==> src/rtl/core/olc_pkg.sv <==
// Shared types, codes and widths for the ordered list with compaction.
package olc_pkg;

  // Default configuration
  localparam int ENTRY_WIDTH_DEF = 32;
  localparam int DEPTH_DEF       = 64;

  // Fixed port field widths
  localparam int ACTION_W = 2;
  localparam int POS_W    = 6;
  localparam int VAL_W    = 32;
  localparam int STATUS_W = 2;
  localparam int COUNT_W  = 7;

  // Request actions
  typedef enum logic [ACTION_W-1:0] {
    ACT_APPEND    = 2'd0,
    ACT_REMOVE    = 2'd1,
    ACT_OVERWRITE = 2'd2,
    ACT_READ      = 2'd3
  } action_t;

  // Result status codes
  typedef enum logic [STATUS_W-1:0] {
    ST_OK    = 2'd0,
    ST_RANGE = 2'd1,
    ST_FULL  = 2'd2
  } status_t;

  // Controller states
  typedef enum logic [2:0] {
    S_IDLE,
    S_EXEC,
    S_READ,
    S_SHIFT,
    S_DONE
  } state_t;

  // Controller to datapath commands
  typedef struct packed {
    logic accept;   // latch the input beat
    logic exec;     // check and perform the request
    logic capture;  // take read data into the result
    logic shift;    // run the compaction pass
  } ctl_cmd_t;

  // Datapath to controller status
  typedef struct packed {
    logic    err;         // request rejected
    action_t act;         // latched action
    logic    shift_done;  // compaction pass finished
  } dp_stat_t;

endpackage

==> src/rtl/core/olc_ctrl.sv <==
// Request sequencer for the ordered list: handshakes and step ordering.
module olc_ctrl (
  input  logic              clk,
  input  logic              rst_n,
  input  logic              in_valid,
  output logic              in_stall,
  output logic              out_valid,
  input  logic              out_stall,
  input  olc_pkg::dp_stat_t stat,
  output olc_pkg::ctl_cmd_t cmd
);

  olc_pkg::state_t state_r;
  olc_pkg::state_t state_nxt;

  // State register
  always_ff @(posedge clk) begin
    if (!rst_n) begin
      state_r <= olc_pkg::S_IDLE;
    end else begin
      state_r <= state_nxt;
    end
  end

  // Next state
  always_comb begin
    state_nxt = state_r;
    unique case (state_r)
      olc_pkg::S_IDLE: begin
        if (in_valid) begin
          state_nxt = olc_pkg::S_EXEC;
        end
      end
      olc_pkg::S_EXEC: begin
        if (stat.err) begin
          state_nxt = olc_pkg::S_DONE;
        end else begin
          unique case (stat.act)
            olc_pkg::ACT_READ:      state_nxt = olc_pkg::S_READ;
            olc_pkg::ACT_REMOVE:    state_nxt = olc_pkg::S_SHIFT;
            olc_pkg::ACT_APPEND:    state_nxt = olc_pkg::S_DONE;
            olc_pkg::ACT_OVERWRITE: state_nxt = olc_pkg::S_DONE;
            default:                state_nxt = olc_pkg::S_DONE;
          endcase
        end
      end
      olc_pkg::S_READ: begin
        state_nxt = olc_pkg::S_DONE;
      end
      olc_pkg::S_SHIFT: begin
        if (stat.shift_done) begin
          state_nxt = olc_pkg::S_DONE;
        end
      end
      olc_pkg::S_DONE: begin
        if (!out_stall) begin
          state_nxt = olc_pkg::S_IDLE;
        end
      end
      default: state_nxt = olc_pkg::S_IDLE;
    endcase
  end

  // Outputs
  always_comb begin
    cmd         = '0;
    in_stall    = 1'b1;
    out_valid   = 1'b0;
    unique case (state_r)
      olc_pkg::S_IDLE: begin
        in_stall   = 1'b0;
        cmd.accept = in_valid;
      end
      olc_pkg::S_EXEC:  cmd.exec    = 1'b1;
      olc_pkg::S_READ:  cmd.capture = 1'b1;
      olc_pkg::S_SHIFT: cmd.shift   = 1'b1;
      olc_pkg::S_DONE:  out_valid   = 1'b1;
      default: ;
    endcase
  end

endmodule

==> src/rtl/core/olc_datapath.sv <==
// Entry memory, count, request latch and compaction pipeline of the list.
module olc_datapath #(
  parameter int ENTRY_WIDTH = olc_pkg::ENTRY_WIDTH_DEF,
  parameter int DEPTH       = olc_pkg::DEPTH_DEF
) (
  input  logic                         clk,
  input  logic                         rst_n,
  input  olc_pkg::ctl_cmd_t            cmd,
  output olc_pkg::dp_stat_t            stat,
  input  logic [olc_pkg::ACTION_W-1:0] in_action,
  input  logic [olc_pkg::POS_W-1:0]    in_position,
  input  logic [olc_pkg::VAL_W-1:0]    in_entry_value,
  output logic [olc_pkg::STATUS_W-1:0] out_status,
  output logic [olc_pkg::VAL_W-1:0]    out_read_value,
  output logic [olc_pkg::COUNT_W-1:0]  out_entry_count
);

  localparam int IW  = $clog2(DEPTH);
  localparam int CW  = $clog2(DEPTH + 1);
  localparam int EW  = ENTRY_WIDTH;
  localparam int VW  = olc_pkg::VAL_W;
  localparam int XW  = CW + olc_pkg::POS_W;
  localparam int OCW = olc_pkg::COUNT_W;

  // Storage
  logic [EW-1:0] mem [DEPTH];

  olc_pkg::action_t             req_act_r;
  logic [olc_pkg::POS_W-1:0]    req_pos_r;
  logic [EW-1:0]                req_val_r;
  logic [CW-1:0]                count_r;
  logic [CW-1:0]                src_r;
  logic                         wb_v_r;
  logic [IW-1:0]                wb_addr_r;
  logic [EW-1:0]                rdata_r;
  olc_pkg::status_t             res_status_r;
  logic [VW-1:0]                res_value_r;

  logic             range_err;
  logic             full_err;
  logic             err;
  olc_pkg::status_t exec_status;
  logic [IW-1:0]    pos_idx;
  logic [CW-1:0]    src_m1;
  logic             shift_rd;
  logic             rd_en;
  logic [IW-1:0]    raddr;
  logic             we;
  logic [IW-1:0]    waddr;
  logic [EW-1:0]    wdata;

  // Request checks
  assign range_err = XW'(req_pos_r) >= XW'(count_r);
  assign full_err  = count_r == CW'(DEPTH);
  assign err       = (req_act_r == olc_pkg::ACT_APPEND) ? full_err : range_err;
  assign pos_idx   = IW'(req_pos_r);

  always_comb begin
    if (!err) begin
      exec_status = olc_pkg::ST_OK;
    end else if (req_act_r == olc_pkg::ACT_APPEND) begin
      exec_status = olc_pkg::ST_FULL;
    end else begin
      exec_status = olc_pkg::ST_RANGE;
    end
  end

  // Compaction: read source src, write it back one place lower in the next cycle
  assign shift_rd = cmd.shift && (src_r <= count_r);
  assign src_m1   = src_r - CW'(1);

  assign rd_en = shift_rd || (cmd.exec && !err && req_act_r == olc_pkg::ACT_READ);
  assign raddr = cmd.shift ? src_r[IW-1:0] : pos_idx;

  // Write port select
  always_comb begin
    we    = 1'b0;
    waddr = wb_addr_r;
    wdata = rdata_r;
    priority if (cmd.exec && !err && req_act_r == olc_pkg::ACT_APPEND) begin
      we    = 1'b1;
      waddr = count_r[IW-1:0];
      wdata = req_val_r;
    end else if (cmd.exec && !err && req_act_r == olc_pkg::ACT_OVERWRITE) begin
      we    = 1'b1;
      waddr = pos_idx;
      wdata = req_val_r;
    end else if (wb_v_r) begin
      we    = 1'b1;
    end
  end

  // Memory
  always_ff @(posedge clk) begin
    if (we) begin
      mem[waddr] <= wdata;
    end
    if (rd_en) begin
      rdata_r <= mem[raddr];
    end
  end

  // Request latch and result payload
  always_ff @(posedge clk) begin
    if (cmd.accept) begin
      req_act_r <= olc_pkg::action_t'(in_action);
      req_pos_r <= in_position;
      req_val_r <= EW'(in_entry_value);
    end
    if (cmd.exec) begin
      res_status_r <= exec_status;
      res_value_r  <= '0;
      src_r        <= CW'(req_pos_r) + CW'(1);
    end else if (shift_rd) begin
      src_r <= src_r + CW'(1);
    end
    if (cmd.capture) begin
      res_value_r <= VW'(rdata_r);
    end
    if (shift_rd) begin
      wb_addr_r <= src_m1[IW-1:0];
    end
  end

  // Control state: count and write-back valid
  always_ff @(posedge clk) begin
    if (!rst_n) begin
      count_r <= '0;
      wb_v_r  <= 1'b0;
    end else begin
      wb_v_r <= shift_rd;
      if (cmd.exec && !err) begin
        if (req_act_r == olc_pkg::ACT_APPEND) begin
          count_r <= count_r + CW'(1);
        end else if (req_act_r == olc_pkg::ACT_REMOVE) begin
          count_r <= count_r - CW'(1);
        end
      end
    end
  end

  // Status back to the controller
  assign stat.err        = err;
  assign stat.act        = req_act_r;
  assign stat.shift_done = !shift_rd && !wb_v_r;

  assign out_status      = res_status_r;
  assign out_read_value  = res_value_r;
  assign out_entry_count = OCW'(count_r);

endmodule

==> src/rtl/core/ordered_list_with_compaction.sv <==
// Top level of the ordered list with compaction.
//
// Usage: one request beat enters on in_* (in_action, in_position,
// in_entry_value) when in_valid is high and in_stall low. Each request
// gives exactly one result beat on out_* (out_status, out_read_value,
// out_entry_count), taken when out_valid is high and out_stall low.
// Requests are handled one at a time; in_stall stays high from the
// accepting edge until the result beat has been taken, and the next
// request is taken no earlier than the cycle after that.
// Append, overwrite and any rejected request go from the execute step
// straight to the result; a read adds a step that captures the read
// data; a remove adds the compaction pass that copies each later entry
// down one place per cycle, which for the last entry has nothing to copy.
// A result waiting under out_stall holds its payload, and no new request
// is taken until it leaves.
// Reset (rst_n low, synchronous) empties the list and returns to idle.
// Entry contents are not cleared; only entries below the count are read.
module ordered_list_with_compaction #(
  parameter int ENTRY_WIDTH = olc_pkg::ENTRY_WIDTH_DEF,
  parameter int DEPTH       = olc_pkg::DEPTH_DEF
) (
  input  logic                         clk,
  input  logic                         rst_n,
  input  logic                         in_valid,
  output logic                         in_stall,
  input  logic [olc_pkg::ACTION_W-1:0] in_action,
  input  logic [olc_pkg::POS_W-1:0]    in_position,
  input  logic [olc_pkg::VAL_W-1:0]    in_entry_value,
  output logic                         out_valid,
  input  logic                         out_stall,
  output logic [olc_pkg::STATUS_W-1:0] out_status,
  output logic [olc_pkg::VAL_W-1:0]    out_read_value,
  output logic [olc_pkg::COUNT_W-1:0]  out_entry_count
);

  olc_pkg::ctl_cmd_t cmd;
  olc_pkg::dp_stat_t stat;

  // Sequencer
  olc_ctrl u_ctrl (
    .clk       (clk),
    .rst_n     (rst_n),
    .in_valid  (in_valid),
    .in_stall  (in_stall),
    .out_valid (out_valid),
    .out_stall (out_stall),
    .stat      (stat),
    .cmd       (cmd)
  );

  // Storage and arithmetic
  olc_datapath #(
    .ENTRY_WIDTH (ENTRY_WIDTH),
    .DEPTH       (DEPTH)
  ) u_dp (
    .clk             (clk),
    .rst_n           (rst_n),
    .cmd             (cmd),
    .stat            (stat),
    .in_action       (in_action),
    .in_position     (in_position),
    .in_entry_value  (in_entry_value),
    .out_status      (out_status),
    .out_read_value  (out_read_value),
    .out_entry_count (out_entry_count)
  );

endmodule

==> config.mk <==
export PLATFORM = sky130hd
export DESIGN_NAME = ordered_list_with_compaction
export DESIGN_NICKNAME = d
export VERILOG_FILES = /design/src/rtl/core/olc_pkg.sv /design/src/rtl/core/olc_ctrl.sv /design/src/rtl/core/olc_datapath.sv /design/src/rtl/core/ordered_list_with_compaction.sv
export SDC_FILE = /design/constraint.sdc
export NUM_CORES = 2
export LEC_CHECK = 0
export ABC_AREA = 1
export ABC_CLOCK_PERIOD_IN_PS = 6200
export BUFFER_PORTS_ARGS = -buffer_cell sky130_fd_sc_hd__buf_2
export CORE_UTILIZATION = 40
export CTS_BUF_LIST = sky130_fd_sc_hd__clkbuf_8
export CTS_CLUSTER_SIZE = 25
export DETAILED_ROUTE_END_ITERATION = 7
export GPL_ROUTABILITY_DRIVEN = 0
export PLACE_DENSITY = 0.63
export SETUP_SLACK_MARGIN = 0.2
export SLEW_MARGIN = 20
export SYNTH_ARGS = -nofsm -noshare
export SYNTH_HDL_FRONTEND = slang
export SYNTH_SLANG_ARGS = --single-unit
==> constraint.sdc <==
create_clock -name clk -period 6.2 [get_ports clk]
set_clock_uncertainty 0.05 [all_clocks]
set_input_delay 0.31 -clock clk [delete_from_list [all_inputs] [get_ports clk]]
set_output_delay 0.31 -clock clk [all_outputs]
set_load 0.005 [all_outputs]
; After elaboration in Yosys (flattened, before gate mapping)
; Memory sizes are Yosys's and may differ from the RTL's. A register that Yosys moved wholly into a read port is not among the register bits.
; Index checks and enable logic that the tools add are counted.
[word_totals]
regBits = 98
mem_bits_rw = 2048
out_inout_bits = 43
word_cells = 77
n_memories = 1
[memory_table]
columns = memory, words, width, rd, rd_ports_with_merged_regs, wr, line
row1 = u_dp.mem, 64, 32, 1, 1, 1, olc_datapath.sv:26  ; logic [EW-1:0] mem [DEPTH];
[op_classes]
add_sub_neg = 5
order_cmp = 2
eq_ne = 11
muxes = 30
n_reduce_logical = 18
[op_table]
columns = operator, n
row1 = 2-to-1 mux 32 bit, 4
row2 = 2-to-1 mux 7 bit, 4
row3 = 2-to-1 mux 6 bit, 3
row4 = case mux 3 bit (5 select lines), 1
row5 = "adder 7 x 1 -> 7 bit, second input constant", 2
row6 = 2-to-1 mux 1 bit, 12
row7 = 2-to-1 mux 3 bit, 4
row8 = case mux 3 bit (3 select lines), 1
row9 = "adder 6 x 1 -> 7 bit, second input constant", 1
row10 = "== test 7 bit, second input constant", 1
row11 = >= comparator 6 x 7 -> 1 bit, 1
row12 = less-or-equal comparator 7 bit, 1
row13 = "subtractor 7 x 1 -> 7 bit, second input constant", 1
row14 = "== test 3 x 2 -> 1 bit, second input constant", 2
row15 = logical AND 1 bit, 6
row16 = "inequality test 2 bit, second input constant", 3
row17 = nonzero test 2 bit, 3
row18 = "subtractor 6 x 1 -> 6 bit, second input constant", 1
row19 = "== test 2 bit, second input constant", 2
row20 = "== test 3 x 1 -> 1 bit, second input constant", 1
row21 = "== test 3 bit, second input constant", 1
row22 = logical NOT 1 bit, 3
row23 = logical NOT 3 bit, 1
row24 = AND reduction 3 bit, 1
row25 = other kinds (6), 6

; Depth between registers and ports, before layout
[logic_depth]
depth_word = 9
mapped_depth = 16

; Cells and area by module
; From an unflattened synthesis, not the netlist that was laid out.
[unflattened]
cells_unflattened = 6859
hier_area_um2 = 87858.0
[modules_own_cells]
columns = mod, n_inst, cells_each, area_each_um2, seq_area_each_um2
row1 = olc_datapath, 1, 6826, 87647.8, 65232.6
row2 = olc_ctrl, 1, 33, 210.2, 60.1

; Least setup slack after synthesis
; No wires, ideal clock.
[synth_timing]
kind = reg-to-reg
start = register u_dp.count_r[5], in the netlist u_dp.out_entry_count[5]
end = memory u_dp.mem[0][10] (netlist name) (data pin)
setup_time_ps = 702
t_arrival_ps = 4290
setup_slack_ps = 1158
path_stages_with_launch = 13
path_buffers = 2
period_less_slack_ps = 5042
path_cell_list = dfxtp_1 inv_1 ha_1 inv_1 nor3_1 nand2_1 nand2_1 nand2_1 nand4_4 inv_1 buf_4 clkbuf_1 o21ai_0
[synth_between]
elab_chain_len = 7
word_cells_on_any_way = 9
classes_between = order compare: 1 / eq/ne: 1 / mux: 3 / reduce/logical: 4
[synth_lines]
columns = item, line
row1 = from (decl), olc_datapath.sv:31  ; logic [CW-1:0] count_r;
row2 = from (signal assigned), olc_datapath.sv:134  ; count_r <= count_r + CW'(1);
row3 = from (signal assigned), olc_datapath.sv:136  ; count_r <= count_r - CW'(1);
row4 = >= comparator 6 x 7 -> 1 bit or == test 7 bit (tied branches), "olc_datapath.sv:53, olc_datapath.sv:54"
row5 = 2-to-1 mux 1 bit *, olc_datapath.sv:55  ; assign err = (req_act_r == olc_pkg::ACT_APPEND) ? full_err : range_err;
row6 = logical NOT 1 bit *, n/a
row7 = logical AND 1 bit *, "olc_datapath.sv:80, olc_datapath.sv:84"
row8 = logical AND 1 bit, olc_datapath.sv:84  ; end else if (cmd.exec && !err && req_act_r == olc_pkg::ACT_OVERWRITE) begin
row9 = 2-to-1 mux 32 bit, olc_datapath.sv:84
row10 = 2-to-1 mux 32 bit *, olc_datapath.sv:80  ; priority if (cmd.exec && !err && req_act_r == olc_pkg::ACT_APPEND) begin
row11 = named net u_dp.wdata[10], olc_datapath.sv:50  ; logic [EW-1:0] wdata;
row12 = to (decl), olc_datapath.sv:26
; The timed path passes the listed nets; every way through them passes the cells marked *.

; Final worst setup path
[layout_timing]
start = register u_dp.count_r[5], in the netlist u_dp.out_entry_count[5]
end = memory u_dp.mem[31][3] (netlist name), enable pin
[layout_between]
elab_chain_len = 9
word_cells_on_any_way = 13
classes_between = order compare: 1 / eq/ne: 1 / mux: 7 / reduce/logical: 4
[layout_lines]
columns = item, line
row1 = >= comparator 6 x 7 -> 1 bit or == test 7 bit (tied branches), "olc_datapath.sv:53, olc_datapath.sv:54"
row2 = 2-to-1 mux 1 bit, olc_datapath.sv:55
row3 = logical NOT 1 bit, n/a
row4 = logical AND 1 bit, "olc_datapath.sv:80, olc_datapath.sv:84"
row5 = logical AND 1 bit, olc_datapath.sv:84
row6 = 2-to-1 mux 1 bit, olc_datapath.sv:84
row7 = 2-to-1 mux 1 bit, olc_datapath.sv:80
row8 = 2-to-1 mux 1 bit, olc_datapath.sv:95  ; if (we) begin
row9 = 2-to-1 mux 1 bit (not written as such), olc_datapath.sv:96  ; mem[waddr] <= wdata;
; Several ways; a longest one is shown, not always the timed one.

==> flow_metrics.tcl <==
set metrics [dict create \
    status "finished, final reports clean" \
    setup_viol 0 \
    period_minus_slack_ns 4.82 \
    hold_ws_ns 0.177 \
    ys_warn_count 0 \
    arrival_ns 5.47 \
    worst-r2r-cell-count 12 \
    crit_end "u_dp.mem[31][3]" \
    cp_slowest_stage_delay_ns 0.98 \
    io_buffers 86 \
    reg2reg_from "u_dp.out_entry_count[5]" \
    core_area_um2 233000 \
    routed_wl_mm 264 \
    die_x_um 486 \
    maxSlewHeadroom_pct 18.7 \
    worstSetupEndpointType "flop" \
    cts_made_buffers 358 \
    critPathSlowestCell "nor2_4" \
    rrSetupSlack_ns 1.38 \
    post-place-ws_ns 1.67 \
    worstMarginPinSlew_ns 1.22 \
    syn_area_per_cell_um2 10.6 \
    die_area_um2 236000 \
    drv_cap 0 \
    rsz0062_at_grt "false" \
    nets 9155 \
    cts_resized 0 \
    grt_max_degree 137 \
    synth_flop_cell "edfxtp_1" \
    syn_nets 8924 \
    post_cts_buffers 0 \
    layout_common_cells "nand2_1, edfxtp_1, nand3_1" \
    hold_violations 0 \
    clock_path_buffers 4 \
    clock-root-buffer "clkbuf_8" \
    antenna_found_initial 10 \
    wl_per_cell_um 21.2 \
    first_pass_iters 6 \
    floorplan.initialDensity_pct 40.3 \
    rr_endpoint "u_dp.mem[31][3]" \
    critPathMaxFanout 21 \
    cts.sinks 2178 \
    area_growth_pct 12.8 \
    dr_total_vias 64385 \
    path_clk_slew_ns 0.06 \
    worstPathRequired_ns 6.86 \
    rows 177 \
    final_max_slew_viol_count 0 \
    synth_edf_count 2167 \
    finalCritPeriodShare_pct 77.7 \
    hpwl_mm 150 \
    drive_gt1_share_pct 8.48 \
    grt_pass1_vias 61378 \
    tns_ns 0 \
    syn-instance-count 8859 \
    yosysSeqAreaShare_pct 69.6 \
    hold_class "input port to flop" \
    synthDistinctLibCells 34 \
    layout_commonest_cell "nand2_1" \
    leakage_nw 43.6 \
    drc 0 \
    drtIter0Drc 7791 \
    syn-cell-area_um2 93800 \
    path_cells "inv_1 > ha_1 > inv_1 > nor2_1 > a21boi_1 > nand2_1 > a21oi_4 > nand4_1 > a21oi_1 > nand2_1 > nor2_4 > buf_4" \
    insertion_delay_ns 1.08 \
    vias_per_cell 5.16 \
    die_y_um 486 \
    ys_ff_latch 2178 \
    htreeDepth 5 \
    ir_drop_mv 0.201 \
    io-pin-count 87 \
    startpoint "u_dp.out_entry_count[5]" \
    fin_util_pct 45.4 \
    async_reset_ff_share_pct 0 \
    ant_nets 0 \
    grt_pass1_wl_mm 392 \
    grtUsageTotal_pct 22.0 \
    final.setup.worst_slack_ns 1.38 \
    critPathLaunchType "flop" \
    clock.fmax_mhz 208 \
    path_class "flop to flop" \
    postCtsHoldBufs 87 \
    cts_tree "yes" \
    gr-total-overflow 0 \
    powerDensity_nw_per_um2 318 \
]
-- state kept, by name, summed over array words and instances (netlist names) --
register	count
u_dp.src_r	7
u_dp.rdata_r	32
u_dp.wb_v_r	1
u_dp.mem	2048
u_dp.req_act_r	2
u_dp.out_status	2
u_dp.pos_idx	6
u_dp.out_entry_count	7
u_dp.wb_addr_r	6
u_dp.req_val_r	32
u_ctrl.state_r	3
u_dp.out_read_value	32
-- worst max-delay path: cells and delay by family, from the launching register on --
family | cells | cell delay (ns)
AND/OR/NAND/NOR | 5 | 2.14
AO/OA/AOI/OAI | 3 | 0.87
flip-flops | 1 | 0.46
buffers and inverters | 3 | 0.56
adder cells (fa/ha/maj) | 1 | 0.31
-- cell usage after synthesis, types with 3 or more instances --
cell type,instances,area [um2]
nand2_1,2677,10000
edfxtp_1,2167,65100
nand3_1,1715,8580
inv_1,1493,5600
buf_2,353,1770
nor2_1,111,417
clkbuf_1,70,263
o21ai_0,52,260
buf_1,33,124
o211ai_1,33,248
nand3b_1,32,240
a21oi_1,20,100
ha_1,20,250
dfxtp_1,11,220
xor2_1,10,87.6
inv_2,9,33.8
nand3_2,7,70.1
nand4_1,6,37.5
buf_4,5,37.5
nand2_2,5,31.3
nor2_2,5,31.3
nor3_1,5,25.0
o21ai_1,3,15.0
o21ai_2,3,26.3
xnor2_1,3,26.3
-- report_power, final --
part / internal (mW) / switching (mW) / total [mW]
clock: 5.52 / 5.62 / 11.1
combinational: 1.33 / 4.29 / 5.62
sequential: 16.8 / 0.0899 / 16.9
-- cell families (layout without fill, tap and decap cells) --
family	Yosys count	count (layout)	share of synthesized area [%]
simple gates	4568	4568	20.8
flops	2178	2178	69.6
buf+inv	1965	2439	8.37
compound gates	114	114	0.735
fa+ha+maj	21	21	0.288
xor+xnor	13	13	0.121
other cells	0	9	0
-- metrics by stage --
stage / power (mW) / instances / instance area (um2)
4_1_cts: 33.7 / 12452 / 105000
5_1_grt: 34.8 / 12470 / 106000
3_3_place_gp: 22.6 / 11756 / 98300
6_report: 33.7 / 12474 / 106000
3_5_place_dp: 22.7 / 11762 / 98400
2_1_floorplan: 20.5 / 8859 / 93800
-- per-layer routing --
layer  track usage (%)  part of all wire [%]  wire length [um]  vias up
met5                 0                0.0098                26        -
met4              6.95                   2.7              7150        4
met3              4.50                    10             27500      499
met2              33.7                    45            118000     3267
met1              31.3                    42            111000    31076
li1                  -                     -                 -    29539
-- how the worst min path moves through the flow --
| stage | startpoint | to | slack (ns) | cells after the start |
|---|---|---|---|---|
| floorplan | in_position[0] | u_dp.pos_idx[0] | 0.36 | 0 |
| global placement | in_entry_value[8] | u_dp.req_val_r[8] | 0.44 | 1 |
| detailed placement | in_entry_value[8] | u_dp.req_val_r[8] | 0.44 | 1 |
| CTS | in_valid | u_dp.req_val_r[14] | 0.11 | 4 |
| global route | in_valid | u_dp.req_val_r[14] | 0.16 | 4 |
| finish | in_valid | u_dp.req_val_r[27] | 0.18 | 4 |
-- final cells by class --
cell class              count  area [um2]
fillers                 21204      127000
flip-flops and latches   2178       65300
multi-input cells        4716       21600
inverters                1502        5650
clock buffers             363        5000
well taps                3132        3920
repair buffers            334        3230
clock inverters           240        1050
diodes                      9        22.5
No activity file was read; power rests on OpenSTA's default activity.
